[src/rtl/wgbd_pkg.sv]
// Package with shared types, codes and gesture template tables.
package wgbd_pkg;

    localparam int AxW = 13;
    localparam int StandRows = 22;
    localparam int SitRows = 23;
    localparam int WristRows = 21;

    typedef logic signed [AxW-1:0] axis_t;

    typedef enum logic [1:0] {
        REQ_NONE    = 2'd0,
        REQ_ON      = 2'd1,
        REQ_OFF     = 2'd2,
        REQ_AMBIENT = 2'd3
    } req_t;

    typedef enum logic [2:0] {
        CFG_USE_AMBIENT  = 3'd0,
        CFG_POWER_EN     = 3'd1,
        CFG_VIEW_X_LOW   = 3'd2,
        CFG_VIEW_X_HIGH  = 3'd3,
        CFG_VIEW_Y_LOW   = 3'd4,
        CFG_VIEW_Y_HIGH  = 3'd5,
        CFG_ON_TIMEOUT   = 3'd6
    } cfg_idx_t;

    // Configuration register set.
    typedef struct packed {
        logic        use_ambient;
        logic        power_events_enabled;
        axis_t       view_x_low;
        axis_t       view_x_high;
        axis_t       view_y_low;
        axis_t       view_y_high;
        logic [9:0]  on_timeout_samples;
    } cfg_t;

    // Per-sample template match flags, one per track.
    typedef struct packed {
        logic stand;
        logic sit;
        logic wrist;
    } match_t;

    // Standing template value; rows past the end read as zero and are masked by the caller.
    function automatic logic signed [12:0] stand_val(input logic [4:0] r, input logic [1:0] ax);
        logic signed [12:0] t [0:2];
        t[0] = '0; t[1] = '0; t[2] = '0;
        case (r)
            5'd0:  begin t[0]=1024; t[1]=536;  t[2]=-168; end
            5'd1:  begin t[0]=1096; t[1]=816;  t[2]=-224; end
            5'd2:  begin t[0]=1128; t[1]=976;  t[2]=-192; end
            5'd3:  begin t[0]=1160; t[1]=1096; t[2]=-200; end
            5'd4:  begin t[0]=1232; t[1]=1288; t[2]=-48;  end
            5'd5:  begin t[0]=1288; t[1]=1312; t[2]=-264; end
            5'd6:  begin t[0]=1280; t[1]=1208; t[2]=-216; end
            5'd7:  begin t[0]=1224; t[1]=1120; t[2]=-336; end
            5'd8:  begin t[0]=1048; t[1]=936;  t[2]=-344; end
            5'd9:  begin t[0]=888;  t[1]=816;  t[2]=-344; end
            5'd10: begin t[0]=688;  t[1]=608;  t[2]=-424; end
            5'd11: begin t[0]=536;  t[1]=432;  t[2]=-408; end
            5'd12: begin t[0]=392;  t[1]=216;  t[2]=-288; end
            5'd13: begin t[0]=264;  t[1]=-8;   t[2]=-376; end
            5'd14: begin t[0]=192;  t[1]=-184; t[2]=-240; end
            5'd15: begin t[0]=120;  t[1]=-408; t[2]=-312; end
            5'd16: begin t[0]=96;   t[1]=-512; t[2]=-344; end
            5'd17: begin t[0]=80;   t[1]=-672; t[2]=-360; end
            5'd18: begin t[0]=72;   t[1]=-824; t[2]=-504; end
            5'd19: begin t[0]=80;   t[1]=-864; t[2]=-448; end
            5'd20: begin t[0]=64;   t[1]=-896; t[2]=-488; end
            5'd21: begin t[0]=64;   t[1]=-888; t[2]=-496; end
            default: begin t[0]='0; t[1]='0; t[2]='0; end
        endcase
        return (ax == 2'd0) ? t[0] : (ax == 2'd1) ? t[1] : t[2];
    endfunction

    function automatic logic signed [12:0] wrist_val(input logic [4:0] r, input logic [1:0] ax);
        logic signed [12:0] t [0:2];
        t[0] = '0; t[1] = '0; t[2] = '0;
        case (r)
            5'd0:  begin t[0]=16;  t[1]=-648; t[2]=-752; end
            5'd1:  begin t[0]=16;  t[1]=-600; t[2]=-800; end
            5'd2:  begin t[0]=24;  t[1]=-520; t[2]=-840; end
            5'd3:  begin t[0]=-8;  t[1]=-320; t[2]=-288; end
            5'd4:  begin t[0]=24;  t[1]=216;  t[2]=-176; end
            5'd5:  begin t[0]=120; t[1]=952;  t[2]=-104; end
            5'd6:  begin t[0]=88;  t[1]=1152; t[2]=-224; end
            5'd7:  begin t[0]=48;  t[1]=1048; t[2]=-352; end
            5'd8:  begin t[0]=24;  t[1]=1040; t[2]=-176; end
            5'd9:  begin t[0]=24;  t[1]=1048; t[2]=-240; end
            5'd10: begin t[0]=24;  t[1]=1056; t[2]=-168; end
            5'd11: begin t[0]=24;  t[1]=1152; t[2]=-184; end
            5'd12: begin t[0]=8;   t[1]=1152; t[2]=-320; end
            5'd13: begin t[0]=8;   t[1]=1072; t[2]=-544; end
            5'd14: begin t[0]=-8;  t[1]=864;  t[2]=-656; end
            5'd15: begin t[0]=-48; t[1]=448;  t[2]=-464; end
            5'd16: begin t[0]=-56; t[1]=-272; t[2]=-544; end
            5'd17: begin t[0]=-64; t[1]=-496; t[2]=-496; end
            5'd18: begin t[0]=40;  t[1]=-456; t[2]=-872; end
            5'd19: begin t[0]=16;  t[1]=-592; t[2]=-800; end
            5'd20: begin t[0]=8;   t[1]=-672; t[2]=-656; end
            default: begin t[0]='0; t[1]='0; t[2]='0; end
        endcase
        return (ax == 2'd0) ? t[0] : (ax == 2'd1) ? t[1] : t[2];
    endfunction

    function automatic logic signed [12:0] sit_val(input logic [4:0] r, input logic [1:0] ax);
        logic signed [12:0] t [0:2];
        t[0] = '0; t[1] = '0; t[2] = '0;
        case (r)
            5'd0:  begin t[0]=-208; t[1]=664;  t[2]=-840;  end
            5'd1:  begin t[0]=-208; t[1]=664;  t[2]=-720;  end
            5'd2:  begin t[0]=-416; t[1]=568;  t[2]=-912;  end
            5'd3:  begin t[0]=-424; t[1]=656;  t[2]=-1000; end
            5'd4:  begin t[0]=-504; t[1]=648;  t[2]=-904;  end
            5'd5:  begin t[0]=-472; t[1]=704;  t[2]=-864;  end
            5'd6:  begin t[0]=-408; t[1]=632;  t[2]=-896;  end
            5'd7:  begin t[0]=-360; t[1]=512;  t[2]=-856;  end
            5'd8:  begin t[0]=-296; t[1]=424;  t[2]=-856;  end
            5'd9:  begin t[0]=-232; t[1]=224;  t[2]=-768;  end
            5'd10: begin t[0]=-200; t[1]=-16;  t[2]=-728;  end
            5'd11: begin t[0]=-160; t[1]=-72;  t[2]=-704;  end
            5'd12: begin t[0]=-136; t[1]=-224; t[2]=-680;  end
            5'd13: begin t[0]=-112; t[1]=-344; t[2]=-632;  end
            5'd14: begin t[0]=-88;  t[1]=-448; t[2]=-600;  end
            5'd15: begin t[0]=-72;  t[1]=-544; t[2]=-600;  end
            5'd16: begin t[0]=-64;  t[1]=-592; t[2]=-560;  end
            5'd17: begin t[0]=-72;  t[1]=-664; t[2]=-520;  end
            5'd18: begin t[0]=-48;  t[1]=-728; t[2]=-520;  end
            5'd19: begin t[0]=-8;   t[1]=-744; t[2]=-584;  end
            5'd20: begin t[0]=16;   t[1]=-776; t[2]=-544;  end
            5'd21: begin t[0]=40;   t[1]=-808; t[2]=-568;  end
            5'd22: begin t[0]=56;   t[1]=-816; t[2]=-608;  end
            default: begin t[0]='0; t[1]='0; t[2]='0; end
        endcase
        return (ax == 2'd0) ? t[0] : (ax == 2'd1) ? t[1] : t[2];
    endfunction

    // True when |v - t| <= tol.
    function automatic logic near_tol(input axis_t v, input logic signed [12:0] t,
                                      input logic [9:0] tol);
        logic signed [14:0] d;
        d = 15'(v) - 15'(t);
        return (d <= $signed({5'd0, tol})) && (d >= -$signed({5'd0, tol}));
    endfunction

endpackage

[src/rtl/wgbd_cfg.sv]
// Configuration register file.
module wgbd_cfg (
    input  logic            clk,
    input  logic            rst_n,
    input  logic            cfg_we,
    input  logic [2:0]      cfg_index,
    input  logic [12:0]     cfg_data,
    output wgbd_pkg::cfg_t  cfg
);
    wgbd_pkg::cfg_t cfg_reg;

    // Register writes by index; unknown indexes are dropped.
    always_ff @(posedge clk or negedge rst_n)
    begin
        if (!rst_n)
        begin
            cfg_reg.use_ambient          <= 1'b0;
            cfg_reg.power_events_enabled <= 1'b0;
            cfg_reg.view_x_low           <= -13'sd200;
            cfg_reg.view_x_high          <= 13'sd200;
            cfg_reg.view_y_low           <= -13'sd1200;
            cfg_reg.view_y_high          <= -13'sd200;
            cfg_reg.on_timeout_samples   <= 10'd1000;
        end
        else if (cfg_we)
        begin
            case (cfg_index)
                wgbd_pkg::CFG_USE_AMBIENT: cfg_reg.use_ambient <= cfg_data[0];
                wgbd_pkg::CFG_POWER_EN:    cfg_reg.power_events_enabled <= cfg_data[0];
                wgbd_pkg::CFG_VIEW_X_LOW:  cfg_reg.view_x_low <= cfg_data;
                wgbd_pkg::CFG_VIEW_X_HIGH: cfg_reg.view_x_high <= cfg_data;
                wgbd_pkg::CFG_VIEW_Y_LOW:  cfg_reg.view_y_low <= cfg_data;
                wgbd_pkg::CFG_VIEW_Y_HIGH: cfg_reg.view_y_high <= cfg_data;
                wgbd_pkg::CFG_ON_TIMEOUT:  cfg_reg.on_timeout_samples <= cfg_data[9:0];
                default: ;
            endcase
        end
    end

    assign cfg = cfg_reg;
endmodule

[config.mk]
export PLATFORM = sky130hd
export DESIGN_NAME = wgbd_cfg
export DESIGN_NICKNAME = d
export VERILOG_FILES = /design/src/rtl/wgbd_pkg.sv /design/src/rtl/wgbd_cfg.sv
export SDC_FILE = /design/constraint.sdc
export NUM_CORES = 1
export LEC_CHECK = 0
export BUFFER_PORTS_ARGS = -buffer_cell sky130_fd_sc_hd__buf_4
export CAP_MARGIN = 20
export CORE_MARGIN = 2
export CORE_UTILIZATION = 45
export CTS_BUF_LIST = sky130_fd_sc_hd__clkbuf_4
export CTS_CLUSTER_DIAMETER = 200
export DETAILED_ROUTE_END_ITERATION = 16
export PLACE_DENSITY = 0.72
export SYNTH_ARGS = -nofsm -noshare
export SYNTH_HDL_FRONTEND = slang
export SYNTH_SLANG_ARGS = --single-unit
[constraint.sdc]
create_clock -name clk -period 1.42 [get_ports clk]
set_input_delay 0 -clock clk [delete_from_list [all_inputs] [get_ports clk]]
set_output_delay 0 -clock clk [all_outputs]
set_load 0.01 [all_outputs]
; After elaboration in Yosys (flattened, before gate mapping)
; Cells that the tools add are included.
[op_classes]
n_reduce_logical = 8
n_eq_ne = 6
[ops]
columns = cell, count
row1 = 2-bit AND reduction, 7
row2 = "3-bit == test, second input constant", 3
row3 = "3-bit by 2-bit == test with 1-bit output, second input constant", 2
row4 = "3-bit by 1-bit == test with 1-bit output, second input constant", 1
row5 = 3-bit zero test, 1
[totals]
reg_bits = 64
output_inout_bits = 64

; Logic depth before layout (Yosys ltp)
; Gate-level depths: netlist (run 1).
[logic_depth]
word_depth = 2
mapped_depth = 3
ltp_nobuf = 2

; Least setup slack after synthesis (run 1)
; Ideal clock, no wire load.
[synth_timing]
path_type = in2reg
start = input cfg_index[1]
end = register cfg_reg (netlist bit cfg[25])
t_required_ns = 1.295
t_arrival_ns = 0.786
path_stages = 3
setup_slack_ns = 0.509
path_cell_list = and4bb_4 buf_12 mux2_4
[synth_via]
elab_chain_cells = 2
[synth_rtl]
columns = element, line
row1 = from (decl), wgbd_cfg.sv:6  ; input logic [2:0] cfg_index,
row2 = 3-bit == test, wgbd_cfg.sv:27  ; case (cfg_index)
row3 = 2-bit AND reduction (no source line), n/a
row4 = to (decl), wgbd_cfg.sv:10  ; wgbd_pkg::cfg_t cfg_reg;
; Every way passes these cells.
; A chain may end at the register's enable or synchronous reset.

; Final worst setup path (run 1)
[layout_timing]
start = register cfg_reg (netlist bit cfg[8])
end = output cfg[8] in the netlist's numbering
[layout_rtl]
columns = element, line
row1 = to (decl), wgbd_cfg.sv:8  ; output wgbd_pkg::cfg_t cfg
; No word-level cell between the ends.

==> metrics.md, run 1 <==
| Metric | Value |
|---|---|
| CP startpoint kind | `flop` |
| Outcome | `complete, no violations` |
| CP arrival | `1.08 ns` |
| Slowest CP cell | `dfstp_2` |
| Routability Congestion | `0.715` |
| Die width | `81.0 um` |
| Period utilization | `75.9%` |
| Iteration-0 DRC Markers | `74` |
| Fin nets | `268` |
| Synth Register Bits | `64` |
| Htree depth | `3` |
| DR pass1 iterations | `4` |
| Syn Nets | `159` |
| Sequential Power Share | `47.3%` |
| Max clock buf depth | `2` |
| WP data required | `1.42 ns` |
| Worst path max stage delay | `0.57 ns` |
| Worst path cell trace | `buf_4` |
| Leakage | `1.76 nW` |
| Worst Setup End Kind | `output port` |
| Post-Synthesis Cells | `140` |
| Clock slew at reported path FFs | `0.10 ns` |
| Internal power | `4.06 mW` |
| Number of buffers created by CTS | `9` |
| Ant. Diodes | `0` |
| Final setup TNS | `0 ns` |
| Pin count of the biggest net entering global routing | `37` |
| DIE AREA | `6570 um^2` |
| Maximum vdd drop | `0.000720 V` |
| Max reg flops | `64` |
| Row count | `28` |
| Vias | `1632` |
| I/O Pins | `83` |
| Layout area overhead | `37.9%` |
| Crit path max-delay family | `flip-flops` |
| Final hold viol count | `0` |
| Max-cap violations | `0` |
| Wire per inst | `17.2 um` |
| Syn Std Cell Area | `2670 um^2` |
| Minimum clock period | `1.08 ns` |
| Hold Path Class | `in -> reg` |
| Fraction of power spent switching nets | `26.5%` |
| RSZ-0062 raised after global routing | `false` |
| Commonest non-fill, non-tap cells in the layout | `87 x buf_4, 40 x mux2_4, 33 x dfrtp_1` |
| Number of global-route vias before repair | `1749` |
| Share of cells above drive strength 1 | `80.3%` |
| Pwr dens | `1500 nW/um^2` |
| Clock sink total | `64` |
| CP Class | `reg -> out` |
| TritonCTS clock tree | `yes` |
| Slew Viols, Final | `0` |
| FMAX | `0.928 GHz` |
| Sequential area share after synthesis | `61.4%` |
| Vias per cell | `4.96` |
| Avg Synthesized Cell Area | `19.1 um^2` |
| Final core utilization | `63.4%` |
| Pin slew with the least headroom to its limit | `0.458 ns` |
| Post-route ant nets | `0` |
| Final Cell Area | `3680 um^2` |
| Slew headroom | `69.5%` |
| Total GRT Usage | `19.1%` |
| P_sw | `1.47 mW` |
| Clock group share of total power | `24.3%` |
| Worst-path fanout max | `2` |
| Yosys warning total | `0` |
| Initial antenna violation count | `0` |
| Final setup fails | `0` |
| DIE HEIGHT | `81.0 um` |
| Latest clock arrival within the worst-skew pair | `0.39 ns` |
| Core area | `5820 um^2` |
| Root buf cell | `clkbuf_4` |
| GRT Residual Overflow | `0` |
| Yosys cell types | `12` |
| WL final | `5670 um` |
| Clock skew | `0 ns` |
| First-pass GRT wire length | `9090 um` |
| Initial core utilization | `45.9%` |
| Commonest non-fill, non-tap cell in the layout | `buf_4` |
| Drt drc | `0` |
| Post-DP HPWL | `3880 um` |
| Port bufs | `82` |
| Bufs and invs on worst path | `1` |
| Combinational fraction of design power | `28.4%` |
| Placed Area | `3390 um^2` |
per-layer routing:
layer	vias up	routed length [um]	track usage (%)
li1	731	-	-
met1	827	2660	27.4
met2	63	2500	27.3
met3	11	401	4.44
met4	0	114	9.15
met5	-	0	0
cell usage after synthesis (all sizes together):
master / n / area share (%)
nor4b: 1 / 0.33
dfrtp: 33 / 31
dfstp: 31 / 30
nand4b: 3 / 1.5
mux2: 64 / 33
buf: 5 / 2.5
and4bb: 3 / 1.7
metrics by stage:
| stage | setup slack, ns | hold slack, ns | total power [mW] | cells |
|---|---|---|---|---|
| final | 0.342 | 0.0232 | 5.53 | 329 |
| after global routing | 0.308 | 0.0339 | 5.83 | 329 |
| after CTS | 0.327 | 0.00105 | 5.60 | 329 |
| after detailed placement | 0.230 | -0.0161 | 4.20 | 299 |
| after global placement | 0.258 | -0.0151 | 4.16 | 299 |
| after floorplan | 0.509 | -0.296 | 3.34 | 140 |
final timing paths:
kind,slack [ns],cells after the start,start,end
worst min register to register,0.52,1,cfg[48],cfg[48]
worst max register to register,0.63,1,cfg[25],cfg[25]
min in group asynchronous,0.08,2,rst_n,cfg[26]
max in group asynchronous,0.75,3,rst_n,cfg[42]
worst min-delay path,0.02,3,cfg_index[2],cfg[63]
worst max-delay path,0.34,1,cfg[8],cfg[8]
cell type report:
type                    count  area [um^2]
clock buffers               9         67.6
clock inverters             7         86.3
fillers                   461         2130
multi-input cells          71          963
flip-flops and latches     64         1640
well taps                  75         93.8
repair buffers            103          833
logic make-up after synthesis:
kind of cell	after synthesis	share of synthesized area, %
buffers and inverters	5	2.53
and+or+nand+nor	7	3.47
muxes	64	32.6
DFF	64	61.4
power by group through the flow:
stage / sequential, mW / combinational [mW] / clock (mW)
after floorplan: 2.80 / 0.544 / 0
after global placement: 2.64 / 1.52 / 0
after detailed placement: 2.63 / 1.56 / 0
after CTS: 2.62 / 1.60 / 1.38
after global routing: 2.67 / 1.69 / 1.47
final: 2.61 / 1.57 / 1.35
what timing repair did:
item | in CTS | in global routing
gates resized for setup | 0 | 0
hold buffers | 14 | 0
buffers inserted | 0 | 0
hold endpoints to repair | 108 | 0
Note: power is estimated with default switching activity, not from simulation.
==> inputs of run 2 (changes only) <==
==> constraint.sdc (replaced) <==
create_clock -name clk -period 1.1 [get_ports clk]
set_input_delay 0 -clock clk [delete_from_list [all_inputs] [get_ports clk]]
set_output_delay 0 -clock clk [all_outputs]
set_load 0.01 [all_outputs]
==> run 2 against run 1 <==
Power up 30%. Clock skew did not move. Core utilization is 5.0 points higher. Cell area grew 7.9%. Largest cell class unchanged. Sequential share of layout area down 3.3 points. Clock power hardly changed. Non-clock buffer count is 22 higher. Global-route usage rose by 1.0 points. Largest power group unchanged. Cell count increased by 6.7%. Register-to-register slack got worse by 0.49 ns. Critical path depth is the same. Via count rose by 2.3%.
==> metrics.md, run 2 (synthesis results as in run 1) <==
| Metric | Value |
|---|---|
| Clock sink total | `64 (unchanged)` |
| Vias | `1670 (+2.3%)` |
| Total GRT Usage | `20.1% (+1.0 points)` |
| Initial antenna violation count | `0 (unchanged)` |
| Root buf cell | `clkbuf_4` |
| Vias per cell | `4.76 (-4.1%)` |
| Routability Congestion | `0.696 (-2.7%)` |
| Period utilization | `98.7%` |
| TritonCTS clock tree | `yes` |
| Bufs and invs on worst path | `1 (unchanged)` |
| Commonest non-fill, non-tap cell in the layout | `buf_4` |
| Pre-CTS WS | `0.00298 ns (-0.227 ns)` |
| Worst Setup End Kind | `output port` |
| Max-cap violations | `0 (unchanged)` |
| Latest clock arrival within the worst-skew pair | `0.40 ns (about the same)` |
| WHS Path Cells | `3 (unchanged)` |
| Post-DP HPWL | `3850 um (-0.65%)` |
| RSZ-0062 raised after global routing | `true` |
| Final setup TNS | `0 ns (unchanged)` |
| Maximum vdd drop | `0.00134 V (+86%)` |
| CP startpoint kind | `flop` |
| Worst Hold Slack | `0.0895 ns (+0.0663 ns)` |
| Die width | `81.0 um (unchanged)` |
| Hold Path Class | `in -> reg` |
| Slew headroom | `77.7% (+8.3 points)` |
| Max reg flops | `64 (unchanged)` |
| WP data required | `1.10 ns (-0.32 ns)` |
| Iteration-0 DRC Markers | `92 (+24%)` |
| Placed Area | `3460 um^2 (+2.0%)` |
| Initial core utilization | `45.9% (unchanged)` |
| Worst path max stage delay | `0.58 ns (about the same)` |
| Crit path max-delay family | `flip-flops` |
| Pwr dens | `1800 nW/um^2 (+20%)` |
| Wire per inst | `17.1 um (-0.67%)` |
| Drt drc | `0 (unchanged)` |
| Post-route ant nets | `0 (unchanged)` |
| Number of buffers created by CTS | `9 (unchanged)` |
| Pin slew with the least headroom to its limit | `0.334 ns (-0.124 ns)` |
| Clock skew | `0 ns (unchanged)` |
| Port bufs | `82 (unchanged)` |
| CP Class | `reg -> out` |
| WL final | `6010 um (+6.0%)` |
| Fin nets | `290 (+8.2%)` |
| Logic depth of the worst path, buffers included | `1 (unchanged)` |
| Leakage | `1.90 nW (+7.7%)` |
| FMAX | `0.921 GHz` |
| DIE HEIGHT | `81.0 um (unchanged)` |
| Clock slew at reported path FFs | `0.11 ns (about the same)` |
| DR pass1 iterations | `4 (unchanged)` |
| Outcome | `complete, no violations` |
| Share of cells above drive strength 1 | `81.2% (+0.84 points)` |
| Core area | `5820 um^2 (unchanged)` |
| Layout area overhead | `48.8%` |
| Htree depth | `3 (unchanged)` |
| Final setup margin | `0.0142 ns (-0.328 ns)` |
| Slew Viols, Final | `0 (unchanged)` |
| First-pass GRT wire length | `9560 um (+5.2%)` |
| GRT Residual Overflow | `0 (unchanged)` |
| Commonest non-fill, non-tap cells in the layout | `73 x buf_4, 40 x mux2_4, 33 x dfrtp_1` |
| Final Power | `7.17 mW (+30%)` |
| Max clock buf depth | `2 (unchanged)` |
| Minimum clock period | `1.09 ns` |
| Worst-path fanout max | `2 (unchanged)` |
| Final hold viol count | `0 (unchanged)` |
| Worst path cell trace | `buf_6` |
| Row count | `28 (unchanged)` |
| Final non-filler cell total | `351 (+6.7%)` |
| Number of global-route vias before repair | `1779 (+1.7%)` |
| Final setup fails | `0 (unchanged)` |
| Final core utilization | `68.4% (+5.0 points)` |
| CP arrival | `1.09 ns (about the same)` |
| DIE AREA | `6570 um^2 (unchanged)` |
| Pin count of the biggest net entering global routing | `65 (+76%)` |
| Worst reg2reg path depth | `3 (+2)` |
| Placed Instances | `303 (+1.3%)` |
| Ant. Diodes | `0 (unchanged)` |
| Final Cell Area | `3980 um^2 (+7.9%)` |
| I/O Pins | `83 (unchanged)` |
| Fillers | `414 (-10%)` |
| Slowest CP cell | `dfstp_2` |
==> run 2: changes by cell type in the layout (fill, tap and decap cells not counted), moves of 2 or more <==
cell           change
bufinv_16          -2
buf_6             +30
dlygate4sd3_1      +3
buf_4             -14
clkinv_4           +2
buf_12             +3
==> run 2: final cells by class <==
class | instances | area [um^2] | share of cell area [%]
Timing Repair Buffer | 125 | 1160 | 29.1
Clock buffer | 9 | 67.6 | 1.70
Clock inverter | 7 | 47.5 | 1.20
Multi-Input combinational cell | 71 | 970 | 24.4
Sequential cell | 64 | 1640 | 41.3
Tap cell | 75 | 93.8 | 2.36
==> run 2: metal layers <==
layer / vias up / track usage (%) / wire length [um]
met5: - / 0 / 0
met2: 67 / 30.2 / 2740
li1: 767 / - / -
met4: 0 / 7.63 / 97
met1: 827 / 27.3 / 2750
met3: 9 / 6.56 / 421
==> run 2: worst paths after layout <==
path,from,endpoint,slack [ns]
min reg2reg,cfg[2],cfg[2],0.52
max,cfg[58],cfg[58],0.01
max in group asynchronous,rst_n,cfg[6],0.66
min,cfg_we,cfg[10],0.09
max reg2reg,cfg[57],cfg[57],0.14
min in group asynchronous,rst_n,cfg[41],0.10
==> run 2: repair_timing <==
| item | in CTS | in global routing |
|---|---|---|
| gates resized for setup | 17 | 14 |
| endpoints found under the setup margin | 22 | 31 |
| hold buffers | 17 | 0 |
| buffers inserted | 13 | 2 |
| endpoints found under the hold margin | 128 | 0 |
==> run 2: tightest hold or removal path, delay by kind of cell <==
kind                   cells  cell delay (ns)
buffers and inverters      1             0.14
multiplexers               1             0.16
AND/OR/NAND/NOR            1             0.15
==> run 2: power breakdown <==
part           switching [mW]  internal [mW]
clock                   0.887          0.463
sequential              0.370           3.06
combinational           0.797           1.60
total                    2.05           5.12
